File: config.mk
export PLATFORM = sky130hd
export DESIGN_NAME = epoch_seconds_to_calendar
export DESIGN_NICKNAME = d
export VERILOG_FILES = /design/src/sv/esc_pkg.sv /design/src/sv/esc_divider.sv /design/src/sv/esc_date.sv /design/src/sv/epoch_seconds_to_calendar.sv
export SDC_FILE = /design/constraint.sdc
export NUM_CORES = 1
export LEC_CHECK = 0
export BUFFER_PORTS_ARGS = -buffer_cell sky130_fd_sc_hd__buf_2
export CAP_MARGIN = 20
export CORE_MARGIN = 10
export CORE_UTILIZATION = 55
export CTS_CLUSTER_DIAMETER = 60
export CTS_CLUSTER_SIZE = 24
export DETAILED_ROUTE_END_ITERATION = 16
export GPL_ROUTABILITY_DRIVEN = 0
export PLACE_DENSITY = 0.74
export SYNTH_ARGS = -nofsm -noshare
export SYNTH_HDL_FRONTEND = slang
export SYNTH_SLANG_ARGS = --single-unit
File: constraint.sdc
create_clock -name clk -period 7.05 [get_ports clk]
set_input_delay 0.705 -clock clk [delete_from_list [all_inputs] [get_ports clk]]
set_output_delay 0.705 -clock clk [all_outputs]
set_load 0.05 [all_outputs]
File: src/sv/esc_pkg.sv
// ============================================================================
// esc_pkg: shared types and constants for the epoch-to-calendar converter
// Transaction structs, sequencer states, divider request/response and
// cumulative month tables.
// ============================================================================
package esc_pkg;

    typedef struct packed {
        logic signed [31:0] epoch_seconds;
        logic               local_mode;
    } esc_in_t;

    typedef struct packed {
        logic       bad_time;
        logic [7:0] year_since_1900;
        logic [3:0] month_index;
        logic [4:0] day_of_month;
        logic [8:0] day_of_year;
        logic [2:0] weekday;
        logic [4:0] hour_of_day;
        logic [5:0] minute_of_hour;
        logic [5:0] second_of_minute;
    } esc_out_t;

    typedef enum logic [2:0] {
        ST_IDLE,
        ST_DAYS,
        ST_WDAY,
        ST_YEAR,
        ST_HOUR,
        ST_MIN,
        ST_DONE
    } esc_state_t;

    typedef struct packed {
        logic        start;
        logic [31:0] dividend;
        logic [31:0] divisor;
        logic [4:0]  steps;
    } esc_div_req_t;

    typedef struct packed {
        logic        done;
        logic [15:0] quotient;
        logic [31:0] remainder;
    } esc_div_rsp_t;

    // Divisors aligned to the top quotient bit of each step count
    localparam logic [31:0] DAY_DIVISOR   = 32'd86400 << 15;
    localparam logic [4:0]  DAY_STEPS     = 5'd16;
    localparam logic [31:0] WEEK_DIVISOR  = 32'd7 << 12;
    localparam logic [4:0]  WEEK_STEPS    = 5'd13;
    localparam logic [31:0] QUAD_DIVISOR  = 32'd1461 << 5;
    localparam logic [4:0]  QUAD_STEPS    = 5'd6;
    localparam logic [31:0] HOUR_DIVISOR  = 32'd3600 << 4;
    localparam logic [4:0]  HOUR_STEPS    = 5'd5;
    localparam logic [31:0] MIN_DIVISOR   = 32'd60 << 5;
    localparam logic [4:0]  MIN_STEPS     = 5'd6;

    localparam logic signed [16:0] OFFSET_RESET  = 17'sd28800;
    localparam logic [32:0]        SEC_PER_DAY   = 33'd86400;
    localparam logic [2:0]         EPOCH_WEEKDAY = 3'd4;
    localparam logic [7:0]         BASE_YEAR     = 8'd70;

    localparam logic [7:0] PRE_EPOCH_YEAR  = 8'd69;
    localparam logic [3:0] PRE_EPOCH_MONTH = 4'd11;
    localparam logic [4:0] PRE_EPOCH_MDAY  = 5'd31;
    localparam logic [8:0] PRE_EPOCH_YDAY  = 9'd364;
    localparam logic [2:0] PRE_EPOCH_WDAY  = 3'd3;

    localparam logic [8:0] MONTH_START_COMMON [12] = '{
        9'd0, 9'd31, 9'd59, 9'd90, 9'd120, 9'd151,
        9'd181, 9'd212, 9'd243, 9'd273, 9'd304, 9'd334
    };
    localparam logic [8:0] MONTH_START_LEAP [12] = '{
        9'd0, 9'd31, 9'd60, 9'd91, 9'd121, 9'd152,
        9'd182, 9'd213, 9'd244, 9'd274, 9'd305, 9'd335
    };

endpackage

File: src/sv/esc_divider.sv
// ============================================================================
// esc_divider: shared restoring divider
// One compare-subtract per cycle over a pre-aligned divisor; pulses done
// with quotient and remainder held until the next start.
// ============================================================================
module esc_divider (
    input  logic                  clk,
    input  logic                  rst_n,
    input  esc_pkg::esc_div_req_t req,
    output esc_pkg::esc_div_rsp_t rsp
);

    logic [31:0] rem_reg;
    logic [31:0] rem_next;
    logic [31:0] dsh_reg;
    logic [31:0] dsh_next;
    logic [15:0] quo_reg;
    logic [15:0] quo_next;
    logic [4:0]  cnt_reg;
    logic [4:0]  cnt_next;
    logic        busy_reg;
    logic        busy_next;
    logic        done_reg;
    logic        done_next;
    logic        ge;

    assign ge = (rem_reg >= dsh_reg);

    always_comb
    begin
        rem_next  = rem_reg;
        dsh_next  = dsh_reg;
        quo_next  = quo_reg;
        cnt_next  = cnt_reg;
        busy_next = busy_reg;
        done_next = 1'b0;
        if (req.start)
        begin
            rem_next  = req.dividend;
            dsh_next  = req.divisor;
            quo_next  = '0;
            cnt_next  = req.steps;
            busy_next = 1'b1;
        end
        else if (busy_reg)
        begin
            rem_next = ge ? (rem_reg - dsh_reg) : rem_reg;
            dsh_next = dsh_reg >> 1;
            quo_next = {quo_reg[14:0], ge};
            cnt_next = cnt_reg - 5'd1;
            if (cnt_reg == 5'd1)
            begin
                busy_next = 1'b0;
                done_next = 1'b1;
            end
        end
    end

    always_ff @(posedge clk or negedge rst_n)
    begin
        if (!rst_n)
        begin
            cnt_reg  <= '0;
            busy_reg <= 1'b0;
            done_reg <= 1'b0;
        end
        else
        begin
            cnt_reg  <= cnt_next;
            busy_reg <= busy_next;
            done_reg <= done_next;
        end
    end

    always_ff @(posedge clk)
    begin
        rem_reg <= rem_next;
        dsh_reg <= dsh_next;
        quo_reg <= quo_next;
    end

    assign rsp.done      = done_reg;
    assign rsp.quotient  = quo_reg;
    assign rsp.remainder = rem_reg;

endmodule

File: src/sv/esc_date.sv
// ============================================================================
// esc_date: four-year cycle to calendar date
// Splits the day within a four-year cycle into year, day of year, month
// and day of month.
// ============================================================================
module esc_date (
    input  logic [5:0]  cycle_count,
    input  logic [10:0] cycle_day,
    output logic [7:0]  year,
    output logic [3:0]  month,
    output logic [4:0]  mday,
    output logic [8:0]  yday
);

    logic [1:0]  year_off;
    logic        leap;
    logic [10:0] day_base;
    logic [8:0]  tab [12];

    always_comb
    begin
        if (cycle_day < 11'd365)
        begin
            year_off = 2'd0;
            leap     = 1'b0;
            day_base = 11'd0;
        end
        else if (cycle_day < 11'd730)
        begin
            year_off = 2'd1;
            leap     = 1'b0;
            day_base = 11'd365;
        end
        else if (cycle_day < 11'd1096)
        begin
            year_off = 2'd2;
            leap     = 1'b1;
            day_base = 11'd730;
        end
        else
        begin
            year_off = 2'd3;
            leap     = 1'b0;
            day_base = 11'd1096;
        end
    end

    assign yday = 9'(cycle_day - day_base);
    assign year = esc_pkg::BASE_YEAR + {cycle_count, 2'b00} + 8'(year_off);

    always_comb
    begin
        for (int k = 0; k < 12; k++)
        begin
            tab[k] = leap ? esc_pkg::MONTH_START_LEAP[k] : esc_pkg::MONTH_START_COMMON[k];
        end
    end

    always_comb
    begin
        month = 4'd0;
        for (int k = 1; k < 12; k++)
        begin
            if (tab[k] <= yday)
            begin
                month = 4'(k);
            end
        end
    end

    assign mday = 5'(yday - tab[month] + 9'd1);

endmodule

File: src/sv/epoch_seconds_to_calendar.sv
// ============================================================================
// epoch_seconds_to_calendar: epoch seconds to broken-down calendar time
// Sequencer around one shared restoring divider.
// ============================================================================
// Usage:
//   src_valid/src_ready/src_data carry one timestamp per transaction;
//   res_valid/res_ready/res_data carry one calendar result per transaction.
//   cfg_we with cfg_data writes the signed zone offset used in local mode.
// Timing:
//   A normal timestamp runs five divisions (day, weekday, four-year cycle,
//   hour, minute) on the shared divider, one quotient bit per cycle.
//   A local time that falls before the epoch runs only the hour and minute
//   divisions; a negative input goes straight to the done state with no
//   division. src_ready is high only while the sequencer is idle, so a new
//   timestamp is taken only after the previous result has left the
//   sequencer for the output register.
// Reset:
//   Clears the sequencer and the output valid; offset returns to +28800.
// Stall:
//   The output register holds a result while res_ready is low; a new
//   timestamp is still taken and its result waits in the last step.
// ============================================================================
module epoch_seconds_to_calendar (
    input  logic                    clk,
    input  logic                    rst_n,
    input  logic                    src_valid,
    output logic                    src_ready,
    input  esc_pkg::esc_in_t        src_data,
    output logic                    res_valid,
    input  logic                    res_ready,
    output esc_pkg::esc_out_t       res_data,
    input  logic                    cfg_we,
    input  logic signed [16:0]      cfg_data
);

    esc_pkg::esc_state_t   state_reg;
    esc_pkg::esc_state_t   state_next;
    esc_pkg::esc_div_req_t div_req;
    esc_pkg::esc_div_rsp_t div_rsp;

    logic signed [16:0] offset_reg;
    logic [15:0]        days_reg;
    logic [16:0]        secs_reg;
    logic [2:0]         wday_reg;
    logic [5:0]         cyc_reg;
    logic [10:0]        dd_reg;
    logic [4:0]         hour_reg;
    logic [5:0]         min_reg;
    logic [5:0]         sec_reg;
    logic               bad_reg;
    logic               neg_reg;
    logic               res_valid_reg;
    esc_pkg::esc_out_t  res_data_reg;
    esc_pkg::esc_out_t  res_data_next;

    logic        accept;
    logic        bad_in;
    logic [32:0] sum;
    logic [32:0] sum_wrapped;
    logic        load;
    logic [7:0]  date_year;
    logic [3:0]  date_month;
    logic [4:0]  date_mday;
    logic [8:0]  date_yday;

    assign accept      = src_valid && src_ready;
    assign bad_in      = src_data.epoch_seconds[31];
    assign sum         = {src_data.epoch_seconds[31], src_data.epoch_seconds}
                       + (src_data.local_mode ? {{16{offset_reg[16]}}, offset_reg} : 33'd0);
    assign sum_wrapped = sum + esc_pkg::SEC_PER_DAY;
    assign load        = (state_reg == esc_pkg::ST_DONE) && (!res_valid_reg || res_ready);

    esc_divider u_div (
        .clk   (clk),
        .rst_n (rst_n),
        .req   (div_req),
        .rsp   (div_rsp)
    );

    esc_date u_date (
        .cycle_count (cyc_reg),
        .cycle_day   (dd_reg),
        .year        (date_year),
        .month       (date_month),
        .mday        (date_mday),
        .yday        (date_yday)
    );

    always_comb
    begin
        state_next = state_reg;
        case (state_reg)
            esc_pkg::ST_IDLE:
            begin
                if (src_valid)
                begin
                    if (bad_in)
                        state_next = esc_pkg::ST_DONE;
                    else if (sum[32])
                        state_next = esc_pkg::ST_HOUR;
                    else
                        state_next = esc_pkg::ST_DAYS;
                end
            end
            esc_pkg::ST_DAYS: if (div_rsp.done) state_next = esc_pkg::ST_WDAY;
            esc_pkg::ST_WDAY: if (div_rsp.done) state_next = esc_pkg::ST_YEAR;
            esc_pkg::ST_YEAR: if (div_rsp.done) state_next = esc_pkg::ST_HOUR;
            esc_pkg::ST_HOUR: if (div_rsp.done) state_next = esc_pkg::ST_MIN;
            esc_pkg::ST_MIN:  if (div_rsp.done) state_next = esc_pkg::ST_DONE;
            esc_pkg::ST_DONE: if (load) state_next = esc_pkg::ST_IDLE;
            default:          state_next = esc_pkg::ST_IDLE;
        endcase
    end

    always_comb
    begin
        src_ready = 1'b0;
        div_req   = '0;
        case (state_reg)
            esc_pkg::ST_IDLE:
            begin
                src_ready = 1'b1;
                if (src_valid && !bad_in)
                begin
                    div_req.start = 1'b1;
                    if (sum[32])
                    begin
                        div_req.dividend = {15'd0, sum_wrapped[16:0]};
                        div_req.divisor  = esc_pkg::HOUR_DIVISOR;
                        div_req.steps    = esc_pkg::HOUR_STEPS;
                    end
                    else
                    begin
                        div_req.dividend = sum[31:0];
                        div_req.divisor  = esc_pkg::DAY_DIVISOR;
                        div_req.steps    = esc_pkg::DAY_STEPS;
                    end
                end
            end
            esc_pkg::ST_DAYS:
            begin
                div_req.start    = div_rsp.done;
                div_req.dividend = {16'd0, div_rsp.quotient} + 32'(esc_pkg::EPOCH_WEEKDAY);
                div_req.divisor  = esc_pkg::WEEK_DIVISOR;
                div_req.steps    = esc_pkg::WEEK_STEPS;
            end
            esc_pkg::ST_WDAY:
            begin
                div_req.start    = div_rsp.done;
                div_req.dividend = {16'd0, days_reg};
                div_req.divisor  = esc_pkg::QUAD_DIVISOR;
                div_req.steps    = esc_pkg::QUAD_STEPS;
            end
            esc_pkg::ST_YEAR:
            begin
                div_req.start    = div_rsp.done;
                div_req.dividend = {15'd0, secs_reg};
                div_req.divisor  = esc_pkg::HOUR_DIVISOR;
                div_req.steps    = esc_pkg::HOUR_STEPS;
            end
            esc_pkg::ST_HOUR:
            begin
                div_req.start    = div_rsp.done;
                div_req.dividend = div_rsp.remainder;
                div_req.divisor  = esc_pkg::MIN_DIVISOR;
                div_req.steps    = esc_pkg::MIN_STEPS;
            end
            default:
            begin
                src_ready = 1'b0;
            end
        endcase
    end

    always_ff @(posedge clk or negedge rst_n)
    begin
        if (!rst_n)
        begin
            state_reg     <= esc_pkg::ST_IDLE;
            offset_reg    <= esc_pkg::OFFSET_RESET;
            res_valid_reg <= 1'b0;
        end
        else
        begin
            state_reg <= state_next;
            if (cfg_we)
                offset_reg <= cfg_data;
            if (load)
                res_valid_reg <= 1'b1;
            else if (res_ready)
                res_valid_reg <= 1'b0;
        end
    end

    always_ff @(posedge clk)
    begin
        if (accept)
        begin
            bad_reg <= bad_in;
            neg_reg <= !bad_in && sum[32];
        end
        if (div_rsp.done)
        begin
            case (state_reg)
                esc_pkg::ST_DAYS:
                begin
                    days_reg <= div_rsp.quotient;
                    secs_reg <= div_rsp.remainder[16:0];
                end
                esc_pkg::ST_WDAY:
                begin
                    wday_reg <= div_rsp.remainder[2:0];
                end
                esc_pkg::ST_YEAR:
                begin
                    cyc_reg <= div_rsp.quotient[5:0];
                    dd_reg  <= div_rsp.remainder[10:0];
                end
                esc_pkg::ST_HOUR:
                begin
                    hour_reg <= div_rsp.quotient[4:0];
                end
                esc_pkg::ST_MIN:
                begin
                    min_reg <= div_rsp.quotient[5:0];
                    sec_reg <= div_rsp.remainder[5:0];
                end
                default:
                begin
                    days_reg <= days_reg;
                end
            endcase
        end
        if (load)
            res_data_reg <= res_data_next;
    end

    always_comb
    begin
        res_data_next = '0;
        if (bad_reg)
        begin
            res_data_next.bad_time = 1'b1;
        end
        else
        begin
            res_data_next.hour_of_day      = hour_reg;
            res_data_next.minute_of_hour   = min_reg;
            res_data_next.second_of_minute = sec_reg;
            if (neg_reg)
            begin
                res_data_next.year_since_1900 = esc_pkg::PRE_EPOCH_YEAR;
                res_data_next.month_index     = esc_pkg::PRE_EPOCH_MONTH;
                res_data_next.day_of_month    = esc_pkg::PRE_EPOCH_MDAY;
                res_data_next.day_of_year     = esc_pkg::PRE_EPOCH_YDAY;
                res_data_next.weekday         = esc_pkg::PRE_EPOCH_WDAY;
            end
            else
            begin
                res_data_next.year_since_1900 = date_year;
                res_data_next.month_index     = date_month;
                res_data_next.day_of_month    = date_mday;
                res_data_next.day_of_year     = date_yday;
                res_data_next.weekday         = wday_reg;
            end
        end
    end

    assign res_valid = res_valid_reg;
    assign res_data  = res_data_reg;

endmodule

# Yosys cells after proc, flatten, opt, wreduce, memory -nomap -nowiden
# Index checks and enable logic that the tools add are counted.
# word_totals
wordCells	158
mem_bits_rw	0
mem_bits_ro	0
latch_bits	0
ff_bits	227
memories	0
# classes
mux	65
n_reduce_logical	19
n_lt_le_gt_ge	16
bitwise	1
div_mod_pow	0
addsub	10
shifts	0
multipliers	0
eq_ne	15
# ops
op	n
case mux 70 bit (5 select lines)	1
two-way mux 32 bit	5
two-way mux 70 bit	1
two-way mux 69 bit	1
two-way mux 3 bit	15
binary-select mux 9 bit (select 4 bit)	1
<= comparator 8 x 9 -> 1 bit	4
adder 33 bit	1
two-way mux 33 bit	1
>= comparator 32 bit	1
subtractor 32 bit	1
two-way mux 28 bit	1
<= comparator 9 bit	3
case mux 3 bit (7 select lines)	1
two-way mux 1 bit	20
two-way mux 4 bit	5
two-way mux 5 bit	4
<= comparator 7 x 9 -> 1 bit	2
two-way mux 9 bit	2
adder 16 x 3 -> 17 bit, second input constant	1
adder 17 bit, second input constant	1
two-way mux 2 bit	6
less-than comparator 11 x 10 -> 1 bit, second input constant	1
less-than comparator 11 bit, second input constant	1
27 further kinds	46

# Logic depth before layout (Yosys ltp)
# Gate-level depths: netlist (run 1).
# depth
ltp_word	24
mapped_depth	33

# Modules after synthesis
# From an unflattened synthesis (run 1), not the netlist that was laid out.
# hier_totals
cells_unflattened	1532
hier_area_um2	14978.1
# modules_own_cells
mod	area_each_um2	cells_per_inst	n_inst
epoch_seconds_to_calendar	7925.1	709	1
esc_divider	5440.2	605	1
esc_date	1612.8	218	1

# Worst setup path before layout (run 1)
# Ideal clock, no wire load.
# synth_timing
path_type	register to register
startpoint	register dd_reg[1]
endpoint	register res_data_reg, in the netlist res_data[33], data pin
period_less_slack_ps	6139
required_ps	6780
setup_slack_ps	911
path_stages_with_launch	34
arrival_ps	5869
path_buffers	0
path_cell_list	edfxtp_1 o211ai_1 nand2b_1 a31o_2 a21boi_0 nand2b_1 inv_1 ha_1 inv_1 fa_1 inv_1 ha_1 nand2b_1 a21oi_1 o22ai_1 nor2_1 or4_4 a221oi_1 o22ai_1 a21oi_2 inv_1 ha_1 a211o_1 nand2_1 a211oi_1 ha_1 inv_1 ha_1 a21o_1 a21oi_1 xnor2_1 xnor2_1 xnor2_1 a21oi_1
# synth_between
elab_chain_cells	24
word_cells_on_any_way	49
cone_classes	add/sub (3); order compare (14); mux (31); bitwise (1)
# synth_lines
item	line_no	text
start, declared	epoch_seconds_to_calendar.sv:46	logic [10:0] dd_reg;
start signal, assigned	epoch_seconds_to_calendar.sv:217	dd_reg <= div_rsp.remainder[10:0];
less-than comparator 11 bit	esc_date.sv:34	else if (cycle_day < 11'd1096)
two-way mux 8 bit	esc_date.sv:34	
two-way mux 9 bit	esc_date.sv:28	else if (cycle_day < 11'd730)
two-way mux 9 bit	esc_date.sv:22	if (cycle_day < 11'd365)
subtractor 9 bit *	esc_date.sv:48	assign yday = 9'(cycle_day - day_base);
net date_yday[1]	epoch_seconds_to_calendar.sv:64	logic [8:0] date_yday;
<= comparator 5 x 9 -> 1 bit	esc_date.sv:64	if (tab[k] <= yday)
two-way mux 1 bit	esc_date.sv:64	
two-way mux 2 bit (2 in series)	esc_date.sv:64	
two-way mux 3 bit (4 in series)	esc_date.sv:64	
two-way mux 4 bit (4 in series)	esc_date.sv:64	
inverter 4 -> 5 bit (implied by the code)	esc_date.sv:71	assign mday = 5'(yday - tab[month] + 9'd1);
binary-select mux 9 bit (select 4 bit)	esc_date.sv:71	
two-way mux 5 bit (implied by the code) (2 in series)	esc_date.sv:71	
subtractor 5 bit *	esc_date.sv:71	
adder 5 x 1 -> 5 bit *	esc_date.sv:71	
two-way mux 28 bit *	epoch_seconds_to_calendar.sv:250	if (neg_reg)
end signal, assigned	epoch_seconds_to_calendar.sv:235	res_data_reg <= res_data_next;
end, declared	epoch_seconds_to_calendar.sv:53	esc_pkg::esc_out_t res_data_reg;
# The timed path passes the listed nets; every way through them passes the cells marked *. The select of a mux whose other input is x is not followed.
# A chain may end at the register's enable or synchronous reset.

# Worst setup path in the final report (run 1)
# Same ends and word-level chain as after synthesis.

==> impl_metrics.ini, run 1 <==
[global_routing]
grt-ovfl-total = 0
grt.total_usage_pct = 20.7
grt_use_met3_pct = 2.84
antenna_found_initial = 0
grt_pass1_wl_mm = 54.2
grt_max_degree = 84
grt_busiest_layer = met2
gr-usage-met2_pct = 36.0
use_met1_pct = 26.5
grt_pass1_vias = 10600

[place]
dp_hpwl_mm = 24.5
port_buffers = 103
placed_cell_area_sq_mm = 0.0148

[drt]
first_iter_violations = 972
num_vias = 10600
route.detailed.drc = 0
ant_nets = 0
wl_mm = 33.1
via_per_inst = 5.97
wire_per_inst_microns = 18.7
drt_pre_antenna_iters = 5

[clock_network]
cts_tree = built
clockBufferDepth = 3
clk_pin_slew_ns = 0.08
worstSkewPairLatency_ns = 0.51
cts-htree-levels = 1
cts.sinks = 227
ctsHoldBuffers = 0
cts-buffers-inserted = 19
root_buffer = clkbuf_16

[synth]
yosysUniqueCellTypes = 89
synth_nets = 1492
ys.flop_type = edfxtp_1
synthCells = 1338
async_reset_ff_share_pct = 12.3
syn_area_per_cell_sq_um = 10.4
ys_warn_count = 0
synth_edf_count = 183
synth-seq-cells = 227
netlist_area_sq_mm = 0.0139
ys_seq_area_share_pct = 46.8

[critical_path]
cp-start-kind = flip-flop
arrival_ns = 6.88
r2r-end = res_data[33]
cpPeakStageDelay_ns = 0.46
crit_path_max_fanout = 5
crit_top_cell = ha_1
endpoint_kind = flip-flop
ff2ff_setup_slack_ns = 0.40
cp_slowest_cell = or4_4
startpoint = dd_reg[1]
reg2reg_depth = 33
critical_path.endpoint = res_data[33]
cp.required_ns = 7.29
crit_type = flip-flop to flip-flop
rr_startpoint = dd_reg[1]

[timing]
period_needed_ns = 6.65
slew_viol_final = 0
slew_headroom_pct = 34.2
clock.fmax_ghz = 0.150
fin_worst_skew_ns = 0.0144
tightest_slew_ns = 0.988
timing.final.crit_share_pct = 94.3
finalSetupViolCount = 0
hold_viol_final = 0

[power]
power_switching_mw = 3.04
peakVddDrop_uv = 269
switching_share_pct = 43.7
power.density_mw_per_mm2 = 452
p_leak_nw = 6.30
pwr-share-seq_pct = 33.8
pwr-share-clk_pct = 15.3
finalPower_mw = 6.97
combinationalPowerShare_pct = 50.9
power.internal_mw = 3.93

[die]
row_count = 58
dieWidth_microns = 179
start_util_pct = 55.7
chipHeight_microns = 179
ioPinCount = 104
dieArea_sq_mm = 0.0321
fp.coreArea_sq_mm = 0.0250

[layout]
n_fill_cell = 2107
final_layout_size_suffix_gt1_share_pct = 14.2
area_delta_synth_final_pct = 10.6
design_area_sq_mm = 0.0154
diodes = 0
largest_register_ffs = 47
fin_nets = 1582

[status]
status = finished clean

[flow_run]
drv_cap = 0

[min_path]
hp-class = input pin to asynchronous set/reset pin
==> cells by family (layout without fill, tap and decap cells) <==
kind of cell / count (synthesis) / in the layout / synth area share, %
AOI/OAI and AO/OA: 385 / 385 / 18.4
xor gates and xnor gates: 88 / 88 / 5.72
adders and majority gates: 99 / 99 / 9.10
buffers and inverters: 128 / 231 / 3.54
DFF: 227 / 227 / 46.8
muxes: 54 / 54 / 4.04
and+or+nand+nor: 357 / 357 / 12.4
==> cell type report <==
type / count / area [sq um] / share of cell area (%)
timing repair buffer: 116 / 613 / 3.98
inverter: 81 / 304 / 1.97
multi-input combinational: 983 / 6950 / 45.1
sequential: 227 / 6520 / 42.3
tap: 330 / 413 / 2.68
clock buffer: 20 / 479 / 3.11
clock inverter: 14 / 135 / 0.876
==> worst max-delay path: cells and delay by family, from the launching register on <==
family                     cells  cell delay [ns]
AOI/OAI and AO/OA             13             2.35
adders and majority gates      6             1.69
and+or+nand+nor                6             1.00
buffers and inverters          5             0.48
xor gates and xnor gates       3             0.43
DFF                            1             0.42
==> how the worst min path moves through the flow <==
stage / start / end / slack (ns) / depth (start not counted)
5_1_grt: rst_n / offset_reg[1] / 0.28 / 1
6_report: rst_n / offset_reg[1] / 0.25 / 1
2_1_floorplan: rst_n / offset_reg[0] / 0.41 / 0
3_3_place_gp: u_div.rem_reg[15] / secs_reg[15] / 0.45 / 0
3_5_place_dp: u_div.rem_reg[15] / secs_reg[15] / 0.44 / 0
4_1_cts: rst_n / offset_reg[1] / 0.25 / 1
==> metrics by stage <==
step / worst slack [ns] / hold slack (ns) / TNS (ns) / std cells / util (%)
CTS: 0.119 / 0.252 / 0 / 1769 / 61.5
detailed placement: 0.137 / 0.442 / 0 / 1735 / 59.0
global placement: 0.501 / 0.451 / 0 / 1735 / 59.0
global route: -0.00726 / 0.284 / -0.00726 / 1771 / 61.6
finish: 0.405 / 0.250 / 0 / 1771 / 61.6
floorplan: 0.911 / 0.409 / 0 / 1338 / -
==> cell usage in the layout (no fill, tap or decap), types with 8 or more instances in the layout <==
master,n
edfxtp_1,183
nor2_1,131
a21oi_1,104
buf_2,103
ha_1,95
inv_1,76
nand2_1,59
o21ai_0,57
xnor2_1,44
xor2_1,41
mux2i_1,36
a21o_1,30
o22ai_1,27
nand3_1,26
and2_1,24
nor2b_1,24
dfrtp_1,24
nor3_1,20
o21a_1,19
clkbuf_16,19
mux2_2,18
nand2b_1,16
dfxtp_1,16
and3_1,15
o21bai_1,15
a211oi_1,13
buf_4,13
o211ai_1,12
o21ai_1,12
o221ai_1,10
a31oi_1,9
a211o_1,8
==> synth_stat cells, types with 17 or more instances <==
cell	n	area, sq um
mux2_2	18	203
dfrtp_1	24	601
nand2_1	59	221
a21o_1	30	225
mux2i_1	36	360
inv_1	77	289
o22ai_1	27	169
nor2_1	132	495
nor3_1	20	100
nor2b_1	24	150
a21oi_1	105	526
ha_1	95	1190
xnor2_1	45	394
nand3_1	26	130
o21ai_0	58	290
o21a_1	19	143
nand2b_1	17	106
edfxtp_1	183	5500
clkbuf_1	37	139
xor2_1	41	359
and2_1	24	150
==> layer usage <==
layer  vias up  wire length (microns)
met1      4989                  13900
met2       401                  16200
met4         0                    754
met3        55                   2300
met5         -                      0
li1       5135                      -
==> repair_timing <==
item / 4_1_cts / 5_1_grt
buffers inserted: 0 / 2
setup endpoints to repair: 0 / 3
gates resized for setup: 0 / 5
==> power groups by stage <==
| stage | Combinational, mW | Clock [mW] | Sequential [mW] |
|---|---|---|---|
| 2_1_floorplan | 2.46 | 0 | 2.52 |
| 3_3_place_gp | 3.41 | 0 | 2.37 |
| 3_5_place_dp | 3.49 | 0 | 2.39 |
| 4_1_cts | 3.52 | 1.08 | 2.36 |
| 5_1_grt | 3.94 | 1.13 | 2.40 |
| 6_report | 3.55 | 1.07 | 2.36 |
(Power assumes the default switching activity.)
==> inputs of run 2 (changes only) <==
Settings changed: SYNTH_HIERARCHICAL set to 1.
==> run 2 against run 1 <==
  * Power increased by 4.9%
  * Via count increased by 14%
  * Area after synthesis increased by 7.5%
  * Critical path depth increased by 1
  * Register-to-register slack got worse by 0.33 ns
  * Utilization increased by 2.1 points
  * Flip-flop and latch count unchanged
  * Critical path type unchanged
  * Clock skew increased by 0.0071 ns
  * Clock power increased by 20%
  * Final cell count increased by 14%
  * Largest cell class unchanged
  * Routed wire length increased by 12%
  * Sequential power about the same
==> impl_metrics.ini, run 2 <==
[layout]
design_area_sq_mm = 0.0171
final_core_util_pct = 63.7
largest_register_ffs = 47
fin_nets = 1811
final_cell_mix = edfxtp_1 (183), nor2_1 (152), nand2_1 (143), buf_2 (103), o21ai_0 (102)
diodes = 0
final_layout_size_suffix_gt1_share_pct = 17.7
area_delta_synth_final_pct = 14.3
final_common_cell = edfxtp_1
final-instance-count-excl-fill = 2016

[clock_network]
cts_tree = built
cts-buffers-inserted = 24
ctsHoldBuffers = 0
worstSkewPairLatency_ns = 0.53
root_buffer = clkbuf_16
clockBufferDepth = 3
cts-htree-levels = 1
clk_pin_slew_ns = 0.08
cts.sinks = 227

[die]
ioPinCount = 104
row_count = 60
dieArea_sq_mm = 0.0342
dieWidth_microns = 185
fp.coreArea_sq_mm = 0.0269
chipHeight_microns = 185
start_util_pct = 55.7

[timing]
hold_viol_final = 0
rsz0062_at_grt = yes
slew_headroom_pct = 34.0
period_needed_ns = 6.98
tightest_slew_ns = 0.990
clock.fmax_ghz = 0.143
finalSetupViolCount = 0
timing.final.crit_share_pct = 99.0
slew_viol_final = 0
fin_worst_skew_ns = 0.0215

[global_routing]
grt_max_degree = 63
grt_pass1_vias = 11400
grt_pass1_wl_mm = 58.3
antenna_found_initial = 0
grt-ovfl-total = 0
grt.total_usage_pct = 21.0

[critical_path]
endpoint_kind = flip-flop
cp_slowest_cell = edfxtp_1
crit_top_cell = a21o_1
cp-start-kind = flip-flop
crit_family = compound AO/OA/AOI/OAI gates
cp.required_ns = 7.32
critPathBufInv = 6
arrival_ns = 7.25
cpPeakStageDelay_ns = 0.41
crit_type = flip-flop to flip-flop
crit_path_max_fanout = 7

[synth]
ys.flop_type = edfxtp_1
synthCells = 1532
synth_top_family_by_area = compound AO/OA/AOI/OAI gates
synth_edf_count = 183
synth_top_cell_by_area = edfxtp_1
ys_seq_area_share_pct = 43.5
synth_mux_area_share_pct = 4.47
ys_warn_count = 6
synth_fa_ha_area_share_pct = 8.47
async_reset_ff_share_pct = 12.3
synth-seq-cells = 227
synthTopCellsByCount = edfxtp_1 (183), nor2_1 (154), nand2_1 (143)
netlist_area_sq_mm = 0.0150
yosysUniqueCellTypes = 101
yosys.area_share.simple_pct = 15.5
synthXorXnorAreaFrac_pct = 5.21
yosysMostFrequentCell = edfxtp_1
synth_top_area_share_pct = 36.7
ys_top_cells_by_area = edfxtp_1 (37%), ha_1 (7.9%), dfrtp_1 (4.0%)
synth_compound_area_share_pct = 18.8
syn_area_per_cell_sq_um = 9.78

[place]
dp_hpwl_mm = 26.9
placed_cell_area_sq_mm = 0.0160
dpl.cell_count = 1960
port_buffers = 103

[drt]
wl_mm = 37.2
route.detailed.drc = 0
wire_per_inst_microns = 18.4
via_per_inst = 5.99
num_vias = 12100
drt_pre_antenna_iters = 5
ant_nets = 0
first_iter_violations = 966

[min_path]
hp-class = input pin to asynchronous set/reset pin

[flow_run]
drv_cap = 0

[power]
power.density_mw_per_mm2 = 427
p_leak_nw = 6.98
peakVddDrop_uv = 456

[status]
status = finished clean
[run 2: cell types whose count changed after synthesis, sizes merged, moves of 7 or more]
cell    change
nand2      +83
o21ai      +48
nor2       +23
o22ai      -22
clkbuf     +13
mux2       +13
o21a       -12
and2       +11
nand4      +11
a222oi      +8
a22o        +8
inv         +7
o31ai       +7
xor2        -7
[run 2: worst paths after layout]
kind	from	end	slack (ns)	depth (start not counted)
worst max-delay path	dd_reg[2]	res_data[33]	0.07	34
worst min-delay path	rst_n	res_valid	0.24	1
worst max register to register	dd_reg[2]	res_data[33]	0.07	34
worst min register to register	offset_reg[8]	offset_reg[8]	0.50	1
max in group asynchronous	rst_n	state_reg[2]	6.34	1
min in group clk	cfg_data[5]	offset_reg[5]	0.41	2
[run 2: cell type report]
class	instances	area, sq um
fillers	2262	9760
multi-input cells	1172	8180
flip-flops and latches	227	6520
repair buffers	146	860
clock buffers	26	629
well taps	341	427
inverters	86	325
clock inverters	18	173
[run 2: layer usage]
layer	track usage, %	part of all wire (%)	routed length [microns]	vias to the layer above
met4	7.83	3.8	1410	0
met2	37.2	48	18000	432
met3	3.23	6.6	2440	100
li1	-	-	-	5844
met5	0	0	0	-
met1	25.0	41	15300	5708
[run 2: stage by stage]
stage / TNS, ns / hold slack, ns / power, mW / setup WS [ns]
5_1_grt: -0.283 / 0.282 / 7.79 / -0.283
4_1_cts: 0 / 0.250 / 7.25 / 0.0321
6_report: 0 / 0.239 / 7.31 / 0.0727
3_5_place_dp: -0.151 / 0.489 / 5.94 / -0.151
3_3_place_gp: 0 / 0.485 / 5.86 / 0.0963
2_1_floorplan: 0 / 0.409 / 5.03 / 0.00665
[run 2: power by group]
group / switching, mW / internal [mW] / total [mW] / leakage (nW)
sequential: 0.289 / 2.09 / 2.38 / 2.19
combinational: 2.29 / 1.36 / 3.65 / 4.40
clock: 0.574 / 0.705 / 1.28 / 0.393
[run 2: what timing repair did]
item | 4_1_cts | 5_1_grt
resized for setup | 11 | 35
setup buffers | 3 | 8
endpoints found under the setup margin | 1 | 1
pin swaps | 9 | 33
[run 2: cells by family (layout without fill, tap and decap cells)]
| family | after synthesis | count (layout) |
|---|---|---|
| xor+xnor | 84 | 84 |
| mux | 63 | 63 |
| flops | 227 | 227 |
| fa+ha+maj | 99 | 99 |
| simple gates | 489 | 489 |
| buf+inv | 150 | 276 |
| other cells | 1 | 18 |
| compound gates | 419 | 419 |
==> inputs of run 3 (changes only) <==
Settings changed: CORE_MARGIN 10 to unset, GPL_TIMING_DRIVEN set to 0.
==> run 3 against run 2 <==
  * Count of clock-buffer cells in the layout is 1 lower
  * Largest power group unchanged
  * Global-route usage up 6.5 points
  * Flip-flop and latch count unchanged
  * Design area rose by 2.1%
  * Sequential power is essentially flat
  * Utilization grew 1.5 points
  * Combinational power is 5.8% higher
  * Maximum frequency down 0.50%
  * Via count is 3.4% higher
  * Clock skew down 0.0016 ns
  * Clock power grew 4%
==> impl_metrics.ini, run 3 (synthesis gave the netlist of run 2 again) <==
[die]
dieArea_sq_mm = 0.0279
chipHeight_microns = 167
row_count = 60
start_util_pct = 55.9
dieWidth_microns = 167
ioPinCount = 104
fp.coreArea_sq_mm = 0.0268

[drt]
ant_nets = 0
wire_per_inst_microns = 18.9
wl_mm = 39.1
num_vias = 12500
route.detailed.drc = 0
first_iter_violations = 1195
drt_pre_antenna_iters = 6
via_per_inst = 6.03

[layout]
area_delta_synth_final_pct = 16.7
fin_nets = 1870
final-instance-count-excl-fill = 2073
final_cell_mix = edfxtp_1 (183), nor2_1 (154), nand2_1 (142), buf_2 (106), o21ai_0 (102)
final_common_cell = edfxtp_1
n_fill_cell = 2134
diodes = 0
design_area_sq_mm = 0.0175
final_layout_size_suffix_gt1_share_pct = 17.6
largest_register_ffs = 47

[timing]
tightest_slew_ns = 1.08
slew_viol_final = 0
clock.fmax_ghz = 0.143
hold_viol_final = 0
rsz0062_at_grt = yes
tns_ns = 0
timing.final.crit_share_pct = 99.5
period_needed_ns = 7.01
finalSetupViolCount = 0
fin_worst_skew_ns = 0.0199
final.setup.worst_slack_ns = 0.0379
slew_headroom_pct = 28.0

[clock_network]
cts_tree = built
worstSkewPairLatency_ns = 0.53
cts-htree-levels = 1
ctsHoldBuffers = 0
root_buffer = clkbuf_16
cts.sinks = 227
cts-buffers-inserted = 22
clockBufferDepth = 3
clk_pin_slew_ns = 0.08

[global_routing]
grt_pass1_wl_mm = 60.9
use_met1_pct = 33.7
antenna_found_initial = 0
grt-ovfl-total = 0
gr-usage-met2_pct = 46.9
grt_max_degree = 29
grt_pass1_vias = 11800
grt.total_usage_pct = 27.4
grt_use_met3_pct = 3.42
grt_busiest_layer = met2

[critical_path]
cpPeakStageDelay_ns = 0.56
crit_type = flip-flop to flip-flop
ff2ff_setup_slack_ns = 0.04
cp_slowest_cell = fa_2
endpoint_kind = flip-flop
arrival_ns = 7.28
r2r-end = res_data[33]
rr_startpoint = dd_reg[1]
reg2reg_depth = 34
cp-start-kind = flip-flop
cp.required_ns = 7.32
crit_path_max_fanout = 3

[place]
dpl.cell_count = 1999
port_buffers = 102
post-place-ws_ns = -1.02
placed_cell_area_sq_mm = 0.0161
dp_hpwl_mm = 28.4

[flow_run]
drv_cap = 0

[power]
p_leak_nw = 7.12
peakVddDrop_uv = 355
power.density_mw_per_mm2 = 433
finalPower_mw = 7.56

[status]
status = finished clean

[min_path]
hp-class = input pin to asynchronous set/reset pin
[run 3: cell type report]
cell class                 instances  area, sq um  area share [%]
clock inverter                    15          219            1.25
multi-input combinational       1172         8210            47.0
sequential                       227         6520            37.3
buffer                            64          267            1.53
clock buffer                      25          603            3.45
tap                              341          427            2.44
inverter                          86          328            1.88
timing repair buffer             143          897            5.13
[run 3: what timing repair did]
action | 4_1_cts | 5_1_grt
buffers inserted | 21 | 13
pin swaps | 30 | 31
hold endpoints to repair | 0 | 0
setup endpoints to repair | 3 | 1
resized for setup | 33 | 19
[run 3: metrics by stage]
step,util [%],hold slack (ns)
6_report,65.2,0.230
5_1_grt,65.2,0.279
3_5_place_dp,60.2,0.491
3_3_place_gp,59.6,0.486
4_1_cts,64.5,0.237
2_1_floorplan,-,0.409
[run 3: worst max path at each step]
| stage | from | to | slack (ns) | depth (start not counted) |
|---|---|---|---|---|
| floorplan | dd_reg[1] | res_data[33] | 0.007 | 34 |
| global placement | dd_reg[1] | res_data[33] | -0.87 | 34 |
| detailed placement | dd_reg[1] | res_data[33] | -1.02 | 34 |
| CTS | dd_reg[1] | res_data[33] | 0.002 | 34 |
| global route | dd_reg[2] | res_data[33] | -0.19 | 36 |
| finish | dd_reg[1] | res_data[33] | 0.04 | 34 |
[run 3: where the power goes]
group	switching, mW	total [mW]	internal, mW
registers	0.279	2.36	2.08
logic	2.44	3.86	1.42
clock network	0.623	1.33	0.708
total	3.34	7.56	4.22
[run 3: worst max-delay path: cells and delay by family, from the launching register on]
family          cells  cell delay (ns)
compound gates     13             2.46
simple gates        6             1.46
fa+ha+maj           5             1.27
buf+inv             6             0.48
flops               1             0.42
mux                 2             0.40
xor+xnor            2             0.25
[run 3: routing by layer]
metal	up-vias	routed length, microns	share of wire, %
met5	-	0	0
met4	0	2310	5.9
met3	123	2520	6.4
met2	525	18700	48
met1	5893	15500	40
li1	5956	-	-
